<file path="src/rtl/spq_pkg.sv">
// shared constants and types for the stable priority task queue
package spq_pkg;

  localparam int QUEUE_DEPTH = 64;
  localparam int CNT_W       = $clog2(QUEUE_DEPTH + 1);
  localparam int OCC_W       = 7;

  localparam logic [2:0] ST_INSERTED = 3'd0;
  localparam logic [2:0] ST_NULL     = 3'd1;
  localparam logic [2:0] ST_FULL     = 3'd2;
  localparam logic [2:0] ST_POPPED   = 3'd3;
  localparam logic [2:0] ST_NONE     = 3'd4;

  typedef struct packed {
    logic signed [31:0] prio;
    logic [31:0]        handler;
    logic [31:0]        argument;
  } task_t;

  // command broadcast to every cell of the chain
  typedef struct packed {
    logic  ins;
    logic  pop;
    task_t item;
  } spq_cmd_t;

endpackage

</file>
<file path="src/rtl/spq_cell.sv">
// one slot of the sorted chain: holds a task and shifts with its neighbors
module spq_cell import spq_pkg::*; (
  input  logic     clk,
  input  spq_cmd_t cmd,
  input  logic     occ,
  input  logic     left_behind,
  input  task_t    left_task,
  input  task_t    right_task,
  output logic     behind,
  output task_t    cell_task
);

  task_t cell_r;

  // new task goes behind every occupied slot of equal or higher priority
  assign behind    = occ && ($signed(cell_r.prio) >= $signed(cmd.item.prio));
  assign cell_task = cell_r;

  always_ff @(posedge clk) begin
    if (cmd.ins) begin
      if (!behind) begin
        cell_r <= left_behind ? cmd.item : left_task;
      end
    end else if (cmd.pop) begin
      cell_r <= right_task;
    end
  end

endmodule

</file>
<file path="config.mk">
export PLATFORM = sky130hd
export DESIGN_NAME = spq_cell
export DESIGN_NICKNAME = d
export VERILOG_FILES = /design/src/rtl/spq_pkg.sv /design/src/rtl/spq_cell.sv
export SDC_FILE = /design/constraint.sdc
export NUM_CORES = 1
export LEC_CHECK = 0
export BUFFER_PORTS_ARGS = -buffer_cell sky130_fd_sc_hd__buf_2
export CORE_AREA = 8 8 144 146
export CTS_CLUSTER_SIZE = 14
export DETAILED_ROUTE_END_ITERATION = 10
export DIE_AREA = 0 0 152 154
export GPL_TIMING_DRIVEN = 0
export PLACE_DENSITY = 0.66
export SLEW_MARGIN = 40
export SYNTH_ARGS = -nofsm -noshare
export SYNTH_HDL_FRONTEND = slang
export SYNTH_SLANG_ARGS = --single-unit
</file>
<file path="constraint.sdc">
create_clock -name clk -period 6.2 [get_ports clk]
set_clock_uncertainty 0.05 [all_clocks]
set_input_delay 1.24 -clock clk [delete_from_list [all_inputs] [get_ports clk]]
set_output_delay 1.24 -clock clk [all_outputs]
set_load 0.01 [all_outputs]
</file>
# Word level (Yosys, flattened, before mapping)

Cells that the tools add are included.

Add/sub/neg operators: 0
Multipliers: 0
Divide/modulo/power cells: 0
Order comparisons: 1
Eq/ne operators: 1
Shift-type cells: 0
Mux-type cells: 4
Bitwise operators: 0
Reduce and logical (&&, ||, !) cells: 3

Operator list:

| cell               | count |
|---|---|
| $mux 96            | 4 |
| $ge 32x32->1       | 1 |
| $ne 2x2->1 const B | 1 |
| $reduce_and 2->1   | 1 |
| $reduce_bool 2->1  | 1 |
| $logic_and 1x1->1  | 1 |

Register bits: 96
Latch bits: 0
Bits in writable memories: 0
ROM bits: 0
Input port bits: 293
Output and inout port bits: 97
Logic and storage cells: 12
Memories: 0

# Longest topological paths before layout

Gate-level depths: netlist of the first run.

Word-level depth: 4
Gate-level depth with buffers: 8
Mapped depth without buffers: 8

# Worst setup path before layout of the first run

No wires, ideal clock.

Kind: input to register
From: in cmd[78] in the netlist's numbering
To: reg cell_r (netlist bit cell_task[0]), enable pin
Library setup time: 471 ps
Arrival time: 4917 ps
Data required time: 5679 ps
Path slack: 762 ps
Stages: 8
Buffers on the path: 0
Cell sequence: inv_1 -> ha_1 -> and4_4 -> a211oi_2 -> o21ai_1 -> o31ai_1 -> nor3b_2 -> o32a_1

Cells in the longest elaborated chain, start to end: 4

RTL lines:

| item                       | line           | RTL |
|---|---|---|
| from (decl)                | spq_cell.sv:4  | `input spq_cmd_t cmd,` |
| $ge 32x32->1               | spq_cell.sv:16 | `assign behind = occ && ($signed(cell_r.prio) >= $signed(cmd.item.prio));` |
| $logic_and 1x1->1          | spq_cell.sv:16 |  |
| $ne 2x2->1 (no line)       | n/a            |  |
| $reduce_and 2->1 (no line) | n/a            |  |
| to (signal assigned)       | spq_cell.sv:22 | `cell_r <= left_behind ? cmd.item : left_task;` |
| to (signal assigned)       | spq_cell.sv:25 | `cell_r <= right_task;` |
| to (decl)                  | spq_cell.sv:13 | `task_t cell_r;` |

No other way between the ends.
A chain may end at the register's enable or synchronous reset.

# Worst setup path in the final report of the first run

From: in cmd[94] in the netlist's numbering
To: out behind

Cells in the longest elaborated chain, start to end: 2

RTL lines:

| item              | line           | RTL |
|---|---|---|
| $ge 32x32->1      | spq_cell.sv:16 |  |
| $logic_and 1x1->1 | spq_cell.sv:16 |  |
| to (decl)         | spq_cell.sv:9  | `output logic behind,` |

No other way between the ends.

==> key figures, run 1 <==
Power and ir drop
  • PD cells: approximately 230 mW/mm^2
  • Maximum vdd drop: approximately 120 uV
  • Power share of the combinational group: between 20% and 30%
  • Clock power frac: a little under a third
  • P_sw: approximately 0.53 mW
  • Lkg Pwr: around 4.1 nW
  • Net Sw Frac: 27.8%
  • Sequential share of power: roughly 44%
  • Overall power consumption: ~1.9 mW
  • Cell Int Power: around 1.4 mW

STA
  • Worst slew margin: a little under half
  • Max Slew Vio Count: 0
  • Worst slew pin tran: around 0.8 ns
  • Final Cycle Share: about 72%
  • Fin. Hold Viols: 0
  • RSZ-0062 raised after global routing: no
  • Post-layout min period: roughly 4.5 ns
  • Fmax: 0.224 GHz
  • Final-report setup violation count: 0
  • Final setup margin: between 1.5 and 2 ns

Detailed routing
  • Post-DR wirelength/cell: 19.3 um
  • Post-DRT Antenna Nets: 0
  • DRC violations left: 0
  • Via count: approximately 5600
  • WL final: ~23000 um
  • Vias/cell: approximately 4.8
  • Detailed Routing Iterations Pass 1: 5
  • Initial DRC count: approximately 240

Global routing
  • GRT overflow: 0
  • Global-route wire length before repair: roughly 34000 um
  • GRT Overall Usage: 18.7%
  • Vias in the first global route: around 6100
  • Initial antenna violation count: 1
  • Largest net degree at the start of global routing: 25

Clock network
  • Post-CTS Setup Bufs: 0
  • CTS sink count: 96
  • Later-pin clock latency in the skew report: ~0.34 ns
  • Root Driver: clkbuf_16
  • H-tree level count: 3
  • TritonCTS Buffers: 9
  • CTS tree: built
  • Hold buffers post-CTS: 0
  • Register clock-pin slew on the reported worst setup and hold paths: about 0.070 ns
  • Post-CTS sizing: 0
  • Clock buffer depth: 2

Run
  • Max Cap Viol: 0

Synthesis
  • Yosys cell types: 33
  • Synth Register Bits: 96
  • Cells after Synth: approximately 540
  • Register area share after synthesis: 50.7%
  • Mapped cell area: ~0.0057 mm^2
  • Async set-reset flop share out of synthesis: 0%
  • Most used DFF post-synth: edfxtp_1
  • Syn Area/Cell: 10.6 um^2
  • Number of flops mapped to enable cells by yosys: 96
  • Net Count, Synth: 860
  • Yosys warning count: 0

Placed design
  • Routability cong.: around 0.89
  • Place WS: between 1.5 and 2 ns
  • Final HPWL DP: ~19000 um
  • Post-Place Cells: 1160
  • Buffers on Ports: around 390
  • Post-DP Area: roughly 0.0080 mm^2

Critical path
  • Worst path required time: between 4 and 5 ns
  • Reg2Reg Capture Point: cell_task[16]$_DFFE_PP_
  • Worst R2R Start: cell_task[87]$_DFFE_PP_
  • Largest fanout on the critical path: 2
  • Reg2reg path depth: 9
  • R2R setup slack: 3.09 ns
  • Critical path class: input pin to output port
  • Startpoint Class: input pin
  • Worst Setup End Kind: output port
  • Arrival @ worst endpoint: ~3.2 ns

Die
  • Core Rows: 50
  • Die Ht: 154 um
  • Core outline area: between 0.015 and 0.02 mm^2
  • Initial Utilization: 30.8%
  • I/O pin total: slightly below 400
  • Die W: ~150 um
  • Die area: between 0.02 and 0.025 mm^2

Layout
  • Final instance area: approximately 0.0083 mm^2
  • Area Growth Syn to Fin: 46.6%
  • Fin util: a little under half
  • Fraction of layout cells with a size suffix above 1: 44.5%
  • Final #Nets: about 1300
  • Non-Filler Instances: 1176
  • Max reg flops: 96

Hold path
  • Hold Path Origin: right_task[61]
  • Worst Hold End: cell_task[61]$_DFFE_PP_
  • Worst min path class: input pin to flip-flop
  • Worst Hold Depth: 3

Outcome
  • Outcome: finished clean
## critical path: stages
cell     delay, ns
buf_2         0.12
inv_1         0.05
ha_1          0.29
nand4_1       0.16
nor4b_2       0.40
nand2_1       0.12
o31ai_2       0.21
nor3b_2       0.08
nor3b_1       0.31
buf_2         0.20
## cells by family (layout without fill, tap and decap cells)
| family | Yosys count | count (layout) | synth area share [%] |
|---|---|---|---|
| compound gates | 123 | 123 | 11.6 |
| fa+ha+maj | 32 | 32 | 7.04 |
| other cells | 0 | 1 | 0 |
| mux | 96 | 96 | 16.9 |
| buf+inv | 65 | 471 | 4.46 |
| simple gates | 123 | 123 | 9.30 |
| flops | 96 | 96 | 50.7 |
## power groups by stage
stage	Clock (mW)	Combinational [mW]	Sequential (mW)
after CTS	0.614	0.482	0.831
after global placement	0	0.454	0.850
after floorplan	0	0.185	0.886
final	0.595	0.475	0.831
after global routing	0.631	0.523	0.837
after detailed placement	0	0.480	0.845
## stage by stage
stage | setup TNS, ns | hold WS [ns]
floorplan | 0 | 1.42
global placement | -65.09 | 1.51
detailed placement | 0 | 1.35
CTS | 0 | 1.14
global route | 0 | 1.15
finish | 0 | 1.17
## synthesized netlist by cell type, types with 4 or more instances
cell / instances / area share, %
buf_2: 8 / 0.70
nand2_1: 8 / 0.53
nor2_1: 97 / 6.4
a21oi_1: 108 / 9.5
clkbuf_1: 21 / 1.4
nand4_1: 4 / 0.44
ha_1: 32 / 7.0
inv_1: 32 / 2.1
mux2i_1: 96 / 17
buf_1: 4 / 0.26
edfxtp_1: 96 / 51
## final cells by class
class                   count  area, um^2
diodes                      1        2.50
well taps                 234         293
flip-flops and latches     96        2880
multi-input cells         374        2550
clock inverters             6        83.8
plain buffers              33         134
inverters                  32         120
fillers                  1809       10100
clock buffers               9         225
repair buffers            391        2050
## cells in the final DEF (no fill, tap or decap), types with 4 or more instances in the layout
| cell type | count |
|---|---|
| a21oi_1 | 108 |
| buf_1 | 4 |
| buf_16 | 4 |
| buf_2 | 395 |
| clkbuf_1 | 21 |
| clkbuf_16 | 9 |
| edfxtp_1 | 96 |
| ha_1 | 32 |
| inv_1 | 32 |
| mux2i_1 | 96 |
| nand2_1 | 8 |
| nand4_1 | 4 |
| nor2_1 | 97 |
## worst max path at each step
stage	to	slack (ns)	cells past startpoint	from
after CTS	behind	1.73	10	cmd[95]
after detailed placement	behind	1.73	10	cmd[95]
after floorplan	cell_task[0]$_DFFE_PP_	0.76	8	cmd[78]
after global routing	behind	1.53	10	cmd[95]
final	behind	1.73	10	cmd[94]
after global placement	cell_task[29]$_DFFE_PP_	-0.69	4	cmd[97]
## routing by layer
metal  up-vias  global-route usage, %  routed length, um
met5         -                      0                  0
met4         0                   7.04                532
met3        30                   7.01               2040
met2       273                   33.5              11600
met1      2540                   19.8               8590
li1       2749                      -                  -
Note: power is estimated with default switching activity, not from simulation.
==> run 2, diff against run 1 <==
==> constraint.sdc (replaced) <==
create_clock -name clk -period 4.4 [get_ports clk]
set_clock_uncertainty 0.05 [all_clocks]
set_input_delay 0.88 -clock clk [delete_from_list [all_inputs] [get_ports clk]]
set_output_delay 0.88 -clock clk [all_outputs]
set_load 0.01 [all_outputs]
==> run 2 against run 1 <==
Global-route usage increased by 0.11 points; non-clock buffer count down 2; critical path depth unchanged; critical path type unchanged.
==> key figures, run 2 (same netlist as run 1, synthesis figures left out) <==
Layout
  • Non-Filler Instances: 1177
  • Most common cell after layout, fill and taps aside: buf_2
  • Area Growth Syn to Fin: 45.0%
  • Fraction of layout cells with a size suffix above 1: 44.7%
  • Area of the multi-input gates: 0.00256 mm^2
  • Max reg flops: 96
  • # fillers: approximately 1900
  • Final #Nets: 1260
  • Most frequent cells in the layout: buf_2 (396), a21oi_1 (108), nor2_1 (97)
  • Reg area: a little under 0.003 mm^2
  • Fin util: ~45%

Hold path
  • Hold Path Origin: right_task[43]
  • Worst Hold End: cell_task[43]$_DFFE_PP_
  • Worst min path class: input pin to flip-flop
  • Worst Hold Depth: 3

Placed design
  • Final HPWL DP: 18900 um
  • Post-Place Cells: ~1200
  • Routability cong.: 0.848
  • Buffers on Ports: approximately 390

Die
  • I/O pin total: 390
  • Die W: roughly 150 um
  • Core outline area: approximately 0.018 mm^2
  • Initial Utilization: a little over 30%
  • Core Rows: 50
  • Die Ht: 154 um
  • Die area: ~0.023 mm^2

Critical path
  • R2R setup slack: approximately 1.5 ns
  • Reg2Reg Capture Point: cell_task[26]$_DFFE_PP_
  • Critical-path top delay cell: nor4b_2
  • Reg2reg path depth: 8
  • Largest fanout on the critical path: 3
  • Worst path required time: 3.47 ns
  • Critical path's top delay family: simple AND/OR/NAND/NOR gates
  • Worst Setup End Kind: output port
  • Bufs and invs on worst path: 3
  • Most common cell type on the critical path: buf_2
  • Crit path cell chain: buf_2, inv_1, ha_1, and4_1, nor4b_2, nand2_1, o31ai_2, nor3b_2, nor3b_1, buf_2
  • Worst R2R Start: cell_task[78]$_DFFE_PP_
  • Critical path class: input pin to output port
  • Startpoint Class: input pin
  • Arrival @ worst endpoint: around 2.7 ns
  • Slowest stage delay, CP: around 0.33 ns

Clock network
  • Later-pin clock latency in the skew report: roughly 0.34 ns
  • Hold buffers post-CTS: 0
  • Register clock-pin slew on the reported worst setup and hold paths: 0.08 ns
  • Post-CTS Setup Bufs: 0
  • CTS tree: built
  • Post-CTS sizing: 0
  • Root Driver: clkbuf_16
  • Clock buffer depth: 2
  • TritonCTS Buffers: 9
  • H-tree level count: 3
  • CTS sink count: 96

Global routing
  • GRT Overall Usage: a little under a fifth
  • Global-route wire length before repair: 33900 um
  • GRT overflow: 0
  • Largest net degree at the start of global routing: 43
  • Initial antenna violation count: 5
  • Vias in the first global route: 5881

Detailed routing
  • WL final: ~23000 um
  • Vias/cell: ~4.7
  • Initial DRC count: 242
  • DRC violations left: 0
  • Via count: 5542
  • Detailed Routing Iterations Pass 1: 4
  • Post-DRT Antenna Nets: 0
  • Post-DR wirelength/cell: 19.4 um

STA
  • Hold slack final: ~0.80 ns
  • Fin. Hold Viols: 0
  • Final-report setup violation count: 0
  • Setup TNS: 0 ns
  • Worst slew pin tran: 0.767 ns
  • Fmax: 0.274 GHz
  • Post-layout min period: ~3.7 ns
  • Final Cycle Share: between 80 and 90%
  • RSZ-0062 raised after global routing: no
  • Worst slew margin: between 40% and 50%
  • Max Slew Vio Count: 0

Power and ir drop
  • Overall power consumption: roughly 2.6 mW
  • Lkg Pwr: around 4 nW
  • PD cells: between 300 and 400 mW/mm^2
  • Maximum vdd drop: between 200 and 250 uV

Run
  • Max Cap Viol: 0

Outcome
  • Outcome: finished clean
run 2: final cells by class:
type	count	share of cell area, %
inverters	32	1.46
clock buffers	9	2.73
diodes	4	0.121
well taps	234	3.55
repair buffers	389	24.0
plain buffers	33	1.64
clock inverters	6	0.531
flip-flops and latches	96	34.9
multi-input cells	374	31.1
run 2: how the worst max path moves through the flow:
stage | startpoint | end | cells past startpoint
floorplan | cmd[78] | cell_task[0]$_DFFE_PP_ | 8
global placement | cmd[97] | cell_task[29]$_DFFE_PP_ | 4
detailed placement | cmd[95] | behind | 10
CTS | cmd[87] | behind | 10
global route | cmd[87] | behind | 10
finish | cmd[87] | behind | 10
run 2: where the power goes:
| group | internal, mW | switching, mW |
|---|---|---|
| registers | 1.14 | 0.0347 |
| clock network | 0.384 | 0.360 |
| logic | 0.292 | 0.361 |
run 2: per-layer routing:
metal	track usage, %	up-vias	part of all wire, %
met5	0	-	0.035
met3	7.26	15	8.8
met1	20.2	2505	38
li1	-	2739	-
met4	5.28	2	1.0
met2	33.9	281	52
run 2: per-stage QoR:
step	instance area (um^2)	setup WS, ns
2_1_floorplan	5690	0.488
3_3_place_gp	7920	-0.521
3_5_place_dp	7970	0.721
4_1_cts	8240	0.720
5_1_grt	8250	0.538
6_report	8250	0.750
run 2: worst min-delay path: cells and delay by family:
family	cells	cell delay (ns)
and+or+nand+nor	1	0.03
buffers and inverters	1	0.08
AOI/OAI and AO/OA	1	0.10
==> run 3, diff against run 2 <==
--- a/config.mk
+++ b/config.mk
@@ -6,10 +6,10 @@
 export NUM_CORES = 1
 export LEC_CHECK = 0
 export BUFFER_PORTS_ARGS = -buffer_cell sky130_fd_sc_hd__buf_2
-export CORE_AREA = 8 8 144 146
+export CORE_AREA = 8 8 147 149
 export CTS_CLUSTER_SIZE = 14
 export DETAILED_ROUTE_END_ITERATION = 10
-export DIE_AREA = 0 0 152 154
+export DIE_AREA = 0 0 155 157
 export GPL_TIMING_DRIVEN = 0
 export PLACE_DENSITY = 0.66
 export SLEW_MARGIN = 40
==> constraint.sdc (replaced) <==
create_clock -name clk -period 3.3 [get_ports clk]
set_clock_uncertainty 0.05 [all_clocks]
set_input_delay 0.66 -clock clk [delete_from_list [all_inputs] [get_ports clk]]
set_output_delay 0.66 -clock clk [all_outputs]
set_load 0.01 [all_outputs]
==> run 3 against run 2 <==
Cell area is 2.0% higher; combinational power grew 38%; die area up 4.0%; sequential cell count unchanged; non-clock buffer count is 5 higher; critical path type unchanged; sequential power up 33%; sequential share of layout area shrank 0.68 points; via count grew 0.85%; highest routed layer unchanged; worst hold slack got worse by 0.22 ns; first-iteration DRC count grew 2.9%; wire length up 1.6%.
==> key figures, run 3 (same netlist as run 1, synthesis figures left out) <==
Outcome
  • Outcome: finished clean

Run
  • Max Cap Viol: 0

STA
  • Fin. Hold Viols: 0
  • Worst slew pin tran: around 0.8 ns
  • Max Slew Vio Count: 0
  • Fmax: between 0.3 and 0.4 GHz
  • RSZ-0062 raised after global routing: yes
  • Setup TNS: 0 ns
  • Hold slack final: ~0.58 ns
  • Post-layout min period: between 3 and 4 ns
  • Worst slew margin: around 47%
  • Final Cycle Share: 97.8%
  • Final-report setup violation count: 0
  • Final setup margin: 0.0733 ns

Critical path
  • Worst path required time: between 2 and 3 ns
  • Startpoint Class: input pin
  • Worst R2R Start: cell_task[78]$_DFFE_PP_
  • Worst Setup End Kind: output port
  • Slowest stage delay, CP: slightly below 0.4 ns
  • Critical-path top delay cell: nor4b_4
  • Reg2reg path depth: 8
  • Reg2Reg Capture Point: cell_task[50]$_DFFE_PP_
  • Arrival @ worst endpoint: about 2.5 ns
  • Most common cell type on the critical path: buf_2
  • Crit path cell chain: buf_2, inv_2, ha_4, nand4_1, nor4b_4, nand2_1, o31ai_4, nor3b_4, nor3b_2, buf_2
  • R2R setup slack: between 0.3 and 0.4 ns
  • Critical path class: input pin to output port
  • Largest fanout on the critical path: 3

Die
  • I/O pin total: a little under 400
  • Die W: ~160 um
  • Core Rows: 51
  • Core outline area: ~0.019 mm^2
  • Die Ht: ~160 um
  • Die area: about 0.024 mm^2
  • Initial Utilization: just under 30%

Detailed routing
  • DRC violations left: 0
  • Initial DRC count: about 250
  • Post-DR wirelength/cell: ~19 um
  • Vias/cell: 4.62
  • WL final: around 23000 um
  • Detailed Routing Iterations Pass 1: 7
  • Via count: roughly 5600
  • Post-DRT Antenna Nets: 0

Global routing
  • Met3 Usage GRT: 6.14%
  • Initial antenna violation count: 2
  • Vias in the first global route: 5905
  • Met2 Use GR: 32.4%
  • GRT Overall Usage: between 15 and 20%
  • Global route hottest layer: met2
  • Global-route wire length before repair: around 33000 um
  • GRT overflow: 0
  • Global Route met1 Usage: approximately a fifth
  • Largest net degree at the start of global routing: between 40 and 50

Clock network
  • Later-pin clock latency in the skew report: 0.35 ns
  • H-tree level count: 3
  • Root Driver: clkbuf_16
  • Register clock-pin slew on the reported worst setup and hold paths: 0.07 ns
  • TritonCTS Buffers: 9
  • Clock buffer depth: 2
  • Hold buffers post-CTS: 0
  • CTS tree: built
  • CTS sink count: 96

Power and ir drop
  • P_sw: between 1 and 1.5 mW
  • Overall power consumption: about 3.5 mW
  • Net Sw Frac: 29.6%
  • Power share of the combinational group: between 20% and 30%
  • Sequential share of power: between 40% and 50%
  • Clock power frac: between 20 and 30%
  • PD cells: 411 mW/mm^2
  • Lkg Pwr: just over 4 nW
  • Cell Int Power: 2.43 mW
  • Maximum vdd drop: between 200 and 250 uV

Hold path
  • Worst Hold Depth: 3
  • Worst min path class: input pin to flip-flop
  • Hold Path Origin: right_task[3]
  • Worst Hold End: cell_task[3]$_DFFE_PP_

Placed design
  • Post-Place Cells: between 1000 and 1500
  • Routability cong.: approximately 0.87
  • Post-DP Area: 0.00801 mm^2
  • Buffers on Ports: 387
  • Place WS: -0.198 ns
  • Final HPWL DP: between 15000 and 20000 um

Layout
  • Non-Filler Instances: between 1000 and 1500
  • Most frequent cells in the layout: buf_2 (394), a21oi_1 (108), nor2_1 (97)
  • Final #Nets: approximately 1300
  • Most common cell after layout, fill and taps aside: buf_2
  • Max reg flops: 96
  • Area Growth Syn to Fin: 47.9%
  • Fraction of layout cells with a size suffix above 1: 45.5%
  • Final instance area: between 0.008 and 0.009 mm^2
  • Fin util: between 40% and 50%
## run 3: changes by cell type in the layout (fill, tap and decap cells not counted), sizes merged
cell    previous run  this run
buf              401       406
clkinv             3         5
diode              4         1
inv               34        33
## run 3: metal layers
layer  part of all wire, %  up-vias
li1                      -     2747
met1                    40     2563
met2                    51      250
met3                   7.8       27
met4                   1.7        2
met5                 0.056        -
## run 3: final cells by class
type | instances | area, um^2
tap | 265 | 332
clock buffer | 9 | 225
antenna | 1 | 2.50
multi-input combinational | 374 | 2650
fill | 1887 | 10800
clock inverter | 7 | 46.3
timing repair buffer | 394 | 2020
buffer | 33 | 134
sequential | 96 | 2880
inverter | 32 | 120
## run 3: timing repair
item	4_1_cts	5_1_grt
setup buffers	0	4
pin swaps	0	9
resized for setup	2	9
setup endpoints to repair	1	1
## run 3: worst max-delay path by stage
stage	start	end	slack [ns]
floorplan	cmd[78]	cell_task[0]$_DFFE_PP_	0.1
global placement	cmd[78]	cell_task[47]$_DFFE_PP_	-0.72
detailed placement	cmd[78]	cell_task[31]$_DFFE_PP_	-0.20
CTS	cmd[83]	behind	0.0005
global route	cell_task[93]$_DFFE_PP_	behind	-0.06
finish	cmd[95]	behind	0.07
## run 3: critical path: cells and delay by family
kind            cells  cell delay [ns]
simple gates        5             0.93
fa+ha+maj           1             0.27
compound gates      1             0.32
buf+inv             3             0.32
## run 3: power by group through the flow
stage	Combinational [mW]	Clock (mW)	Sequential, mW
after detailed placement	0.882	0	1.59
after CTS	0.887	1.02	1.56
after global placement	0.860	0	1.59
after floorplan	0.351	0	1.66
final	0.900	0.993	1.56
after global routing	0.992	1.07	1.58
